**config.mk**
```make
export PLATFORM = sky130hd
export DESIGN_NAME = lru_key_value_store
export DESIGN_NICKNAME = d
export VERILOG_FILES = /design/src/rtl/lkv_pkg.sv /design/src/rtl/lkv_table.sv /design/src/rtl/lru_key_value_store.sv
export SDC_FILE = /design/constraint.sdc
export NUM_CORES = 1
export LEC_CHECK = 0
export ABC_AREA = 1
export BUFFER_PORTS_ARGS = -buffer_cell sky130_fd_sc_hd__clkbuf_2
export CAP_MARGIN = 0
export CORE_AREA = 8 8 276 278
export DETAILED_ROUTE_END_ITERATION = 6
export DIE_AREA = 0 0 284 286
export PLACE_DENSITY = 0.65
export SETUP_SLACK_MARGIN = 0.5
export SKIP_CTS_REPAIR_TIMING = 1
export SYNTH_ARGS = -nofsm -noshare
export SYNTH_HDL_FRONTEND = slang
export SYNTH_HIERARCHICAL = 1
export SYNTH_SLANG_ARGS = --single-unit
```
**constraint.sdc**
```tcl
create_clock -name clk -period 15.7 [get_ports clk]
set_input_delay 1.57 -clock clk [delete_from_list [all_inputs] [get_ports clk]]
set_output_delay 1.57 -clock clk [all_outputs]
set_load 0.01 [all_outputs]
```
**src/rtl/lkv_pkg.sv**
```systemverilog
// ----------------------------------------------------------------------------
// lkv_pkg
// Shared types and constants for the LRU key-value store.
// ----------------------------------------------------------------------------
package lkv_pkg;

    // Fixed field widths
    localparam int OP_W   = 2;
    localparam int CAP_W  = 4;
    localparam int LIVE_W = 4;

    // Capacity register value after reset
    localparam logic [CAP_W-1:0] CAP_RESET = 4'd8;

    // Operation codes (code 3 is undefined and does nothing)
    typedef enum logic [OP_W-1:0] {
        OP_SET = 2'd0,
        OP_GET = 2'd1,
        OP_DEL = 2'd2
    } op_t;

    // Flags from the table to the result register
    typedef struct packed {
        logic hit;
        logic evicted;
    } lkv_status_t;

endpackage

```
**src/rtl/lkv_table.sv**
```systemverilog
// ----------------------------------------------------------------------------
// lkv_table
// Fully associative entry table: parallel key match, LRU victim select,
// free slot select and rank update, all for one operation per cycle while exec is high.
// ----------------------------------------------------------------------------
module lkv_table #(
    parameter int ENTRIES    = 8,
    parameter int KEY_BITS   = 32,
    parameter int VALUE_BITS = 32
) (
    input  logic                       clk,
    input  logic                       rst_n,
    input  logic                       exec,
    input  logic [lkv_pkg::OP_W-1:0]   opcode,
    input  logic [KEY_BITS-1:0]        key,
    input  logic [VALUE_BITS-1:0]      write_value,
    input  logic [lkv_pkg::CAP_W-1:0]  cap,
    output lkv_pkg::lkv_status_t       status,
    output logic [VALUE_BITS-1:0]      read_value,
    output logic [KEY_BITS-1:0]        evicted_key,
    output logic [lkv_pkg::LIVE_W-1:0] live_count
);
    import lkv_pkg::*;

    localparam int RANK_W = (ENTRIES > 1) ? $clog2(ENTRIES) : 1;
    localparam int CNT_W  = $clog2(ENTRIES + 1);
    localparam int CMP_W  = (CNT_W > CAP_W) ? CNT_W : CAP_W;

    // Entry state
    logic [ENTRIES-1:0]    valid_reg;
    logic [ENTRIES-1:0]    valid_next;
    logic [RANK_W-1:0]     rank_reg   [ENTRIES];
    logic [RANK_W-1:0]     rank_next  [ENTRIES];
    logic [KEY_BITS-1:0]   ekey_reg   [ENTRIES];
    logic [KEY_BITS-1:0]   ekey_next  [ENTRIES];
    logic [VALUE_BITS-1:0] evalue_reg [ENTRIES];
    logic [VALUE_BITS-1:0] evalue_next[ENTRIES];
    logic [CNT_W-1:0]      count_reg;
    logic [CNT_W-1:0]      count_next;

    // Lookup terms
    op_t                   op;
    logic [ENTRIES-1:0]    match;
    logic [ENTRIES-1:0]    victim_oh;
    logic [ENTRIES-1:0]    free_vec;
    logic [ENTRIES-1:0]    free_oh;
    logic [ENTRIES-1:0]    ins_oh;
    logic [RANK_W-1:0]     hit_rank;
    logic [RANK_W-1:0]     lru_rank;
    logic [VALUE_BITS-1:0] hit_value;
    logic [KEY_BITS-1:0]   victim_key;
    logic [CAP_W-1:0]      cap_lo;
    logic                  found;
    logic                  full;
    logic                  do_evict;

    assign op = op_t'(opcode);

    // Capacity check: count against max(cap,1), saturated at ENTRIES
    assign cap_lo   = (cap == '0) ? CAP_W'(1) : cap;
    assign full     = (count_reg == CNT_W'(ENTRIES))
                   || (CMP_W'(count_reg) >= CMP_W'(cap_lo));
    assign lru_rank = RANK_W'(count_reg - CNT_W'(1));

    // Lowest free slot
    assign free_vec = ~valid_reg;
    assign free_oh  = free_vec & (~free_vec + ENTRIES'(1));

    // Parallel compare and one-hot reads
    always_comb
    begin
        match      = '0;
        victim_oh  = '0;
        hit_rank   = '0;
        hit_value  = '0;
        victim_key = '0;
        for (int i = 0; i < ENTRIES; i++)
        begin
            match[i]     = valid_reg[i] && (ekey_reg[i] == key);
            victim_oh[i] = valid_reg[i] && (rank_reg[i] == lru_rank);
            hit_rank     = hit_rank   | (match[i]     ? rank_reg[i]   : '0);
            hit_value    = hit_value  | (match[i]     ? evalue_reg[i] : '0);
            victim_key   = victim_key | (victim_oh[i] ? ekey_reg[i]   : '0);
        end
    end

    assign found    = |match;
    assign do_evict = (op == OP_SET) && !found && full;
    assign ins_oh   = full ? victim_oh : free_oh;

    // Next state of every entry
    always_comb
    begin
        valid_next = valid_reg;
        count_next = count_reg;
        for (int i = 0; i < ENTRIES; i++)
        begin
            rank_next[i]   = rank_reg[i];
            ekey_next[i]   = ekey_reg[i];
            evalue_next[i] = evalue_reg[i];
        end
        case (op)
            OP_SET:
            begin
                if (found)
                begin
                    for (int i = 0; i < ENTRIES; i++)
                    begin
                        if (match[i])
                        begin
                            evalue_next[i] = write_value;
                            rank_next[i]   = '0;
                        end
                        else if (valid_reg[i] && (rank_reg[i] < hit_rank))
                            rank_next[i] = rank_reg[i] + RANK_W'(1);
                    end
                end
                else
                begin
                    // New entry goes in as most recent; the rest age by one
                    for (int i = 0; i < ENTRIES; i++)
                    begin
                        if (ins_oh[i])
                        begin
                            valid_next[i]  = 1'b1;
                            ekey_next[i]   = key;
                            evalue_next[i] = write_value;
                            rank_next[i]   = '0;
                        end
                        else if (valid_reg[i])
                            rank_next[i] = rank_reg[i] + RANK_W'(1);
                    end
                    if (!full)
                        count_next = count_reg + CNT_W'(1);
                end
            end
            OP_GET:
            begin
                for (int i = 0; i < ENTRIES; i++)
                begin
                    if (match[i])
                        rank_next[i] = '0;
                    else if (valid_reg[i] && (rank_reg[i] < hit_rank))
                        rank_next[i] = rank_reg[i] + RANK_W'(1);
                end
            end
            OP_DEL:
            begin
                // Only a hit frees a slot and closes the rank gap behind it
                for (int i = 0; i < ENTRIES; i++)
                begin
                    if (match[i])
                    begin
                        valid_next[i] = 1'b0;
                        rank_next[i]  = '0;
                    end
                    else if (found && valid_reg[i] && (rank_reg[i] > hit_rank))
                        rank_next[i] = rank_reg[i] - RANK_W'(1);
                end
                if (found)
                    count_next = count_reg - CNT_W'(1);
            end
            default:
            begin
                valid_next = valid_reg;
            end
        endcase
    end

    // Result terms
    assign status.hit     = found && ((op == OP_SET) || (op == OP_GET) || (op == OP_DEL));
    assign status.evicted = do_evict;
    assign read_value     = ((op == OP_GET) && found) ? hit_value : '0;
    assign evicted_key    = do_evict ? victim_key : '0;
    assign live_count     = LIVE_W'(count_next);

    // Control state
    always_ff @(posedge clk or negedge rst_n)
    begin
        if (!rst_n)
        begin
            valid_reg <= '0;
            count_reg <= '0;
            for (int i = 0; i < ENTRIES; i++)
                rank_reg[i] <= '0;
        end
        else if (exec)
        begin
            valid_reg <= valid_next;
            count_reg <= count_next;
            for (int i = 0; i < ENTRIES; i++)
                rank_reg[i] <= rank_next[i];
        end
    end

    // Key and value storage
    always_ff @(posedge clk)
    begin
        if (exec)
        begin
            for (int i = 0; i < ENTRIES; i++)
            begin
                ekey_reg[i]   <= ekey_next[i];
                evalue_reg[i] <= evalue_next[i];
            end
        end
    end

    // Checks
    a_count_tracks_valid: assert property (@(posedge clk) disable iff (!rst_n)
        count_reg == CNT_W'($countones(valid_reg)))
        else $error("live count out of step with valid bits");

    a_single_match: assert property (@(posedge clk) disable iff (!rst_n)
        $onehot0(match))
        else $error("key present in more than one entry");

    a_one_victim: assert property (@(posedge clk) disable iff (!rst_n)
        (exec && do_evict) |-> $onehot(victim_oh))
        else $error("eviction without a unique least recent entry");

    a_insert_slot: assert property (@(posedge clk) disable iff (!rst_n)
        (exec && (op == OP_SET) && !found) |-> $onehot(ins_oh))
        else $error("set miss without a slot to fill");

endmodule

```
**src/rtl/lru_key_value_store.sv**
```systemverilog
// ----------------------------------------------------------------------------
// lru_key_value_store
// Fully associative key-value store with least-recently-used replacement.
// ----------------------------------------------------------------------------
// Usage:
//   Input channel (in_valid / in_stall) carries opcode, key and write_value:
//   set, get or delete. Output channel (out_valid / out_stall) returns one
//   result per operation: hit, read_value, evicted, evicted_key, live_count.
//   A transfer happens on a rising edge with valid high and stall low. The
//   config channel (cfg_valid / cfg_ready) writes capacity_limit and is
//   always ready; write it only while the store is idle; nothing enforces it.
// Timing:
//   An accepted operation is held in the input register and is executed once
//   the output register is free or draining; that execution writes its
//   result into the output register. One operation per cycle is sustained
//   while out_stall stays low; the table lookup and rank update are one
//   combinational pass between the two registers.
// Reset:
//   All entries become invalid, the capacity register returns to 8, no
//   result is pending. When out_stall holds a result, the operation behind
//   it waits in the input register and in_stall rises; nothing is dropped.
// ----------------------------------------------------------------------------
module lru_key_value_store #(
    parameter int ENTRIES    = 8,
    parameter int KEY_BITS   = 32,
    parameter int VALUE_BITS = 32
) (
    input  logic                       clk,
    input  logic                       rst_n,
    // operation channel
    input  logic                       in_valid,
    output logic                       in_stall,
    input  logic [lkv_pkg::OP_W-1:0]   opcode,
    input  logic [KEY_BITS-1:0]        key,
    input  logic [VALUE_BITS-1:0]      write_value,
    // result channel
    output logic                       out_valid,
    input  logic                       out_stall,
    output logic                       hit,
    output logic [VALUE_BITS-1:0]      read_value,
    output logic                       evicted,
    output logic [KEY_BITS-1:0]        evicted_key,
    output logic [lkv_pkg::LIVE_W-1:0] live_count,
    // configuration channel
    input  logic                       cfg_valid,
    output logic                       cfg_ready,
    input  logic [lkv_pkg::CAP_W-1:0]  capacity_limit
);
    import lkv_pkg::*;

    logic                  in_vld_reg;
    logic [OP_W-1:0]       in_op_reg;
    logic [KEY_BITS-1:0]   in_key_reg;
    logic [VALUE_BITS-1:0] in_wval_reg;
    logic                  out_vld_reg;
    logic                  out_vld_next;
    logic                  out_hit_reg;
    logic                  out_ev_reg;
    logic [VALUE_BITS-1:0] out_rval_reg;
    logic [KEY_BITS-1:0]   out_evkey_reg;
    logic [LIVE_W-1:0]     out_live_reg;
    logic [CAP_W-1:0]      cap_reg;
    logic                  advance;
    logic                  in_take;
    lkv_status_t           tbl_status;
    logic [VALUE_BITS-1:0] tbl_rval;
    logic [KEY_BITS-1:0]   tbl_evkey;
    logic [LIVE_W-1:0]     tbl_live;

    // Handshake: execute when the output register is free or draining
    assign advance   = in_vld_reg && (!out_vld_reg || !out_stall);
    assign in_stall  = in_vld_reg && !advance;
    assign in_take   = in_valid && !in_stall;
    assign cfg_ready = 1'b1;

    assign out_vld_next = advance ? 1'b1 : (out_vld_reg && out_stall);

    // Capacity register
    always_ff @(posedge clk or negedge rst_n)
    begin
        if (!rst_n)
            cap_reg <= CAP_RESET;
        else if (cfg_valid && cfg_ready)
            cap_reg <= capacity_limit;
    end

    // Valid flags of both registers
    always_ff @(posedge clk or negedge rst_n)
    begin
        if (!rst_n)
        begin
            in_vld_reg  <= 1'b0;
            out_vld_reg <= 1'b0;
        end
        else
        begin
            in_vld_reg  <= in_take || in_stall;
            out_vld_reg <= out_vld_next;
        end
    end

    // Input payload register
    always_ff @(posedge clk)
    begin
        if (in_take)
        begin
            in_op_reg   <= opcode;
            in_key_reg  <= key;
            in_wval_reg <= write_value;
        end
    end

    // Entry table
    lkv_table #(
        .ENTRIES    (ENTRIES),
        .KEY_BITS   (KEY_BITS),
        .VALUE_BITS (VALUE_BITS)
    ) u_table (
        .clk         (clk),
        .rst_n       (rst_n),
        .exec        (advance),
        .opcode      (in_op_reg),
        .key         (in_key_reg),
        .write_value (in_wval_reg),
        .cap         (cap_reg),
        .status      (tbl_status),
        .read_value  (tbl_rval),
        .evicted_key (tbl_evkey),
        .live_count  (tbl_live)
    );

    // Result register
    always_ff @(posedge clk)
    begin
        if (advance)
        begin
            out_hit_reg   <= tbl_status.hit;
            out_ev_reg    <= tbl_status.evicted;
            out_rval_reg  <= tbl_rval;
            out_evkey_reg <= tbl_evkey;
            out_live_reg  <= tbl_live;
        end
    end

    assign out_valid   = out_vld_reg;
    assign hit         = out_hit_reg;
    assign evicted     = out_ev_reg;
    assign read_value  = out_rval_reg;
    assign evicted_key = out_evkey_reg;
    assign live_count  = out_live_reg;

endmodule
```
* Word level (Yosys, flattened, before mapping)
Memories as Yosys holds them, arrays and structs flattened. Cells that the tools add are included.
Word-level totals: bits in registers 178, RAM bits 512, input port bits 75, memories kept 2
Memories:
- u_table.ekey_reg | words 8, width 32, rd ports 8, clocked after Yosys merged registers in 0, write ports 8, line lkv_table.sv:34 | logic [KEY_BITS-1:0] ekey_reg [ENTRIES];
- u_table.evalue_reg | words 8, width 32, rd ports 8, clocked after Yosys merged registers in 0, write ports 8, line lkv_table.sv:36 | logic [VALUE_BITS-1:0] evalue_reg [ENTRIES];
Operators by class: add/subtract/negate cells 19, $lt $le $gt $ge 17, equality and inequality tests 52, muxes and demuxes 129, bitwise logic cells 24, reductions and logical operators 79
Operator list (count):
- two-way mux 32 bit | 40
- two-way mux 256 bit | 4
- bitwise OR 32 bit | 14
- equality test 32 bit | 8
- two-way mux 3 bit | 56
- one-hot mux 24 bit (3 select lines) | 1
- logical AND 1 bit | 48
- AND reduction 5 bit | 8
- inequality test 2 x 1 -> 1 bit (second input constant) | 16
- inequality test 4 x 1 -> 1 bit (second input constant) | 8
- AND reduction 4 bit | 8
- adder 3 x 1 -> 3 bit (second input constant) | 8
- equality test 3 bit | 8
- > comparator 3 bit | 8
- < comparator 3 bit | 8
- two-way mux 24 bit | 1
- inequality test 3 x 1 -> 1 bit (second input constant) | 8
- subtractor 3 x 1 -> 3 bit (second input constant) | 8
- bitwise OR 3 bit | 7
- two-way mux 1 bit | 19
- two-way mux 4 bit | 4
- two-way mux 8 bit | 2
- inverter 8 bit | 2
- one-hot mux 8 bit (2 select lines) | 1
- 17 further kinds | 25

* Logic depth before layout (Yosys ltp)
An unclocked memory read counts as a cell.
word-level depth 17, depth in mapped cells 22, depth with buffers taken out 21

* Cells and area by module
Netlist, hierarchy kept.
By module, submodules not included:
- lkv_table | times used 1, cells an instance 3311, area each 30361.6 um^2, seq. area each 16275.6 um^2
- lru_key_value_store | times used 1, cells an instance 166, area each 4336.7 um^2, seq. area each 4235.3 um^2

* Worst setup path after synthesis
Ideal clock, no wire load.
path type input -> register, start point input port out_stall, end point memory u_table.evalue_reg[4][0], in the netlist u_table/evalue_reg[1][0] (enable), arrival 8.014 ns, required time 15.230 ns, slack 7.216 ns, stages 4, buffers on the path 1, path through a21oi_1 clkbuf_1 nand2_1 a211oi_1
RTL lines:
- start: declaration | line lru_key_value_store.sv:38 | input logic out_stall,
- end: declaration | line lkv_table.sv:36

==> results.tsv <==
stage	metric	value	unit
die	die_width	284	um
global_routing	grt_pass1_wl	193000	um
synthesis	syn_area_per_cell	9.98	sq um
clock_tree	clk_pin_slew	0.06	ns
synthesis	synthArstFlopShare	6.09	%
global_routing	grt_overflow	0	
timing	skew	0.0207	ns
synthesis	ys_seq_area_share	59.1	%
finish	layout-drive-gt1-share	12.2	%
setup_path	end_kind	register	
global_routing	grt_usage	32.9	%
clock_tree	cts_tree	yes	
clock_tree	clock_sinks	690	
timing	fmax	0.165	GHz
synthesis	postSynthCellCount	3477	
pwr	vdd_drop_max	0.000148	V
setup_path	path_class	reg -> reg	
setup_path	worstPathRequired	16.02	ns
clock_tree	clk_latency	0.65	ns
synthesis	yosysTopAreaCellShare	56.1	%
flow_run	cap_violations	0	
synthesis	synth-edff-count	648	
synthesis	ys_warn_count	6	
timing	rsz0062_at_grt	false	
clock_tree	clk_path_buf_depth	3	
timing	slew_headroom	16.7	%
route	wl_per_cell	29.8	um
setup_path	crit_arrival	6.38	ns
setup_path	start_kind	register	
synthesis	ys_ff_latch	690	
route	dr.pass1.iters	6	
timing	slew_viol_final	0	
synthesis	synthFlopType	edfxtp_1	
timing	tns	0	ns
die	die_area	0.0812	sq mm
route	drt_wl_total	138000	um
timing	setup_viol_count_final	0	
timing	timing.hold.ws	0.480	ns
synthesis	yosys-top-cells-count	939 x nand2_1, 648 x edfxtp_1, 406 x inv_1	
finish	final.fill_count	6451	
global_routing	antenna_found_initial	6	
clock_tree	h-tree-depth	3	
timing	min_period	6.06	ns
synthesis	synth_cell_types	67	
finish	syn2layout_area_growth	12.1	%
global_routing	grt_max_degree	46	
timing	finalCritPeriodShare	38.6	%
finish	final_core_util	54.0	%
finish	stdcell_count	4628	
pwr	leakagePower	15.6	nW
finish	nets	3725	
die	start_util	48.1	%
route	drtIter0Drc	4433	
route	vias_per_cell	6.09	
synthesis	synth.most_common_cell	nand2_1	
place	gp_congestion	1.12	
place	portBuffers	146	
die	placementRows	99	
synthesis	yosys.area.top_type	edfxtp_1	
synthesis	synth_fp_nets	3594	
global_routing	grt_pass1_vias	25900	
route	drc	0	
clock_tree	root_buffer	clkbuf_16	
synthesis	syn-cell-area	0.0347	sq mm
status	outcome	finished, final reports clean	
die	die_h	286	um
die	io_pins	148	
route	vias	28200	
synthesis	synth.area.top_cells	edfxtp_1 56%, nand2_1 10%, inv_1 4.4%	
setup_path	cp_max_fo	36	
place	dp_hpwl	99200	um
hold_path	hold_path.class	reg -> reg	
timing	worst_pin_slew	1.25	ns
pwr	power.density	149	mW/mm^2
clock_tree	cts_buffers	73	
die	core-area	0.0721	sq mm
timing	finalHoldViolations	0	
pwr	total_power	5.81	mW
place	placed_cells	4492	
route	ant_nets	0	
[power breakdown]
part	internal, mW	total [mW]	leakage (nW)	switching, mW
sequential	2.18	2.37	6.44	0.186
combinational	0.492	1.70	8.02	1.21
clock	0.966	1.74	1.16	0.775
[final timing paths]
| kind | start | to | slack, ns | cells past startpoint |
|---|---|---|---|---|
| worst max-delay path | in_key_reg[19]$_DFFE_PP_ | u_table/evalue_reg[0][73]$_DFFE_PP_ | 9.64 | 15 |
| worst min-delay path | cap_reg[3]$_DFFE_PN1P_ | cap_reg[3]$_DFFE_PN1P_ | 0.48 | 2 |
| worst max register to register | in_key_reg[19]$_DFFE_PP_ | u_table/evalue_reg[0][73]$_DFFE_PP_ | 9.64 | 15 |
| worst min register to register | cap_reg[3]$_DFFE_PN1P_ | cap_reg[3]$_DFFE_PN1P_ | 0.48 | 2 |
| max in group asynchronous | rst_n | u_table/valid_reg[2]$_DFFE_PN0P_ | 14.24 | 2 |
| min in group asynchronous | rst_n | cap_reg[1]$_DFFE_PN0P_ | 1.03 | 2 |
[stage by stage]
stage / cell area (sq um) / worst slack [ns]
after global routing: 38900 / 9.48
final: 38900 / 9.64
after floorplan: 34700 / 7.22
after global placement: 36500 / 9.94
after detailed placement: 36500 / 9.79
after CTS: 38900 / 9.76
[final cells by class]
cell class / instances / area [sq um] / share of cell area [%]
Clock buffer: 89 / 1900 / 4.87
Timing Repair Buffer: 185 / 1020 / 2.63
Inverter: 451 / 1700 / 4.36
Clock inverter: 44 / 514 / 1.32
Tap cell: 959 / 1200 / 3.08
Sequential cell: 690 / 20500 / 52.7
Multi-Input combinational cell: 2207 / 12100 / 31.0
Antenna cell: 3 / 7.51 / 0.0193
[routing by layer]
metal  GRT usage, %  share of wire (%)  up-vias
li1               -                  -    12300
met1           48.4                 43    13800
met2           46.9                 41     1798
met3           10.0                 13      276
met4           9.20                3.1        8
met5              0              0.040        -
[cell usage in the layout, fill, tap and decap left out, types with 28 or more instances in the layout]
cell,synthesis,final
inv_2,41,41
edfxtp_1,648,648
xnor2_1,62,62
o21ai_0,124,124
nor4_1,47,47
inv_1,406,405
clkbuf_2,0,146
clkbuf_16,0,73
dfrtp_1,41,41
a21oi_1,49,46
nor2_1,247,241
nand4_1,158,158
nand3_1,95,95
nor3_1,29,28
nand2_1,939,937
buf_4,17,39
ha_1,42,42
a22o_1,75,75
o22ai_1,54,53
[critical path, cell delays in order (launching register included)]
cell      delay [ns]
edfxtp_1        0.70
inv_2           0.18
nand2_1         0.23
o21ai_0         0.19
nor3b_1         0.31
nor3b_1         0.33
nand4_1         0.20
nor2_4          0.81
nand2_1         0.61
nand2_1         0.22
nor2_2          0.10
nand3_4         0.44
inv_2           0.15
nand3_1         0.71
o22ai_4         0.14
buf_4           0.34
[logic make-up after synthesis]
kind of cell / synth area share (%)
flip-flops: 59.1
XOR/XNOR: 2.05
other: 0.0108
buffers and inverters: 6.71
AO/OA/AOI/OAI: 9.04
adder cells (fa/ha/maj): 1.51
AND/OR/NAND/NOR: 21.6
(Power assumes the default switching activity.)
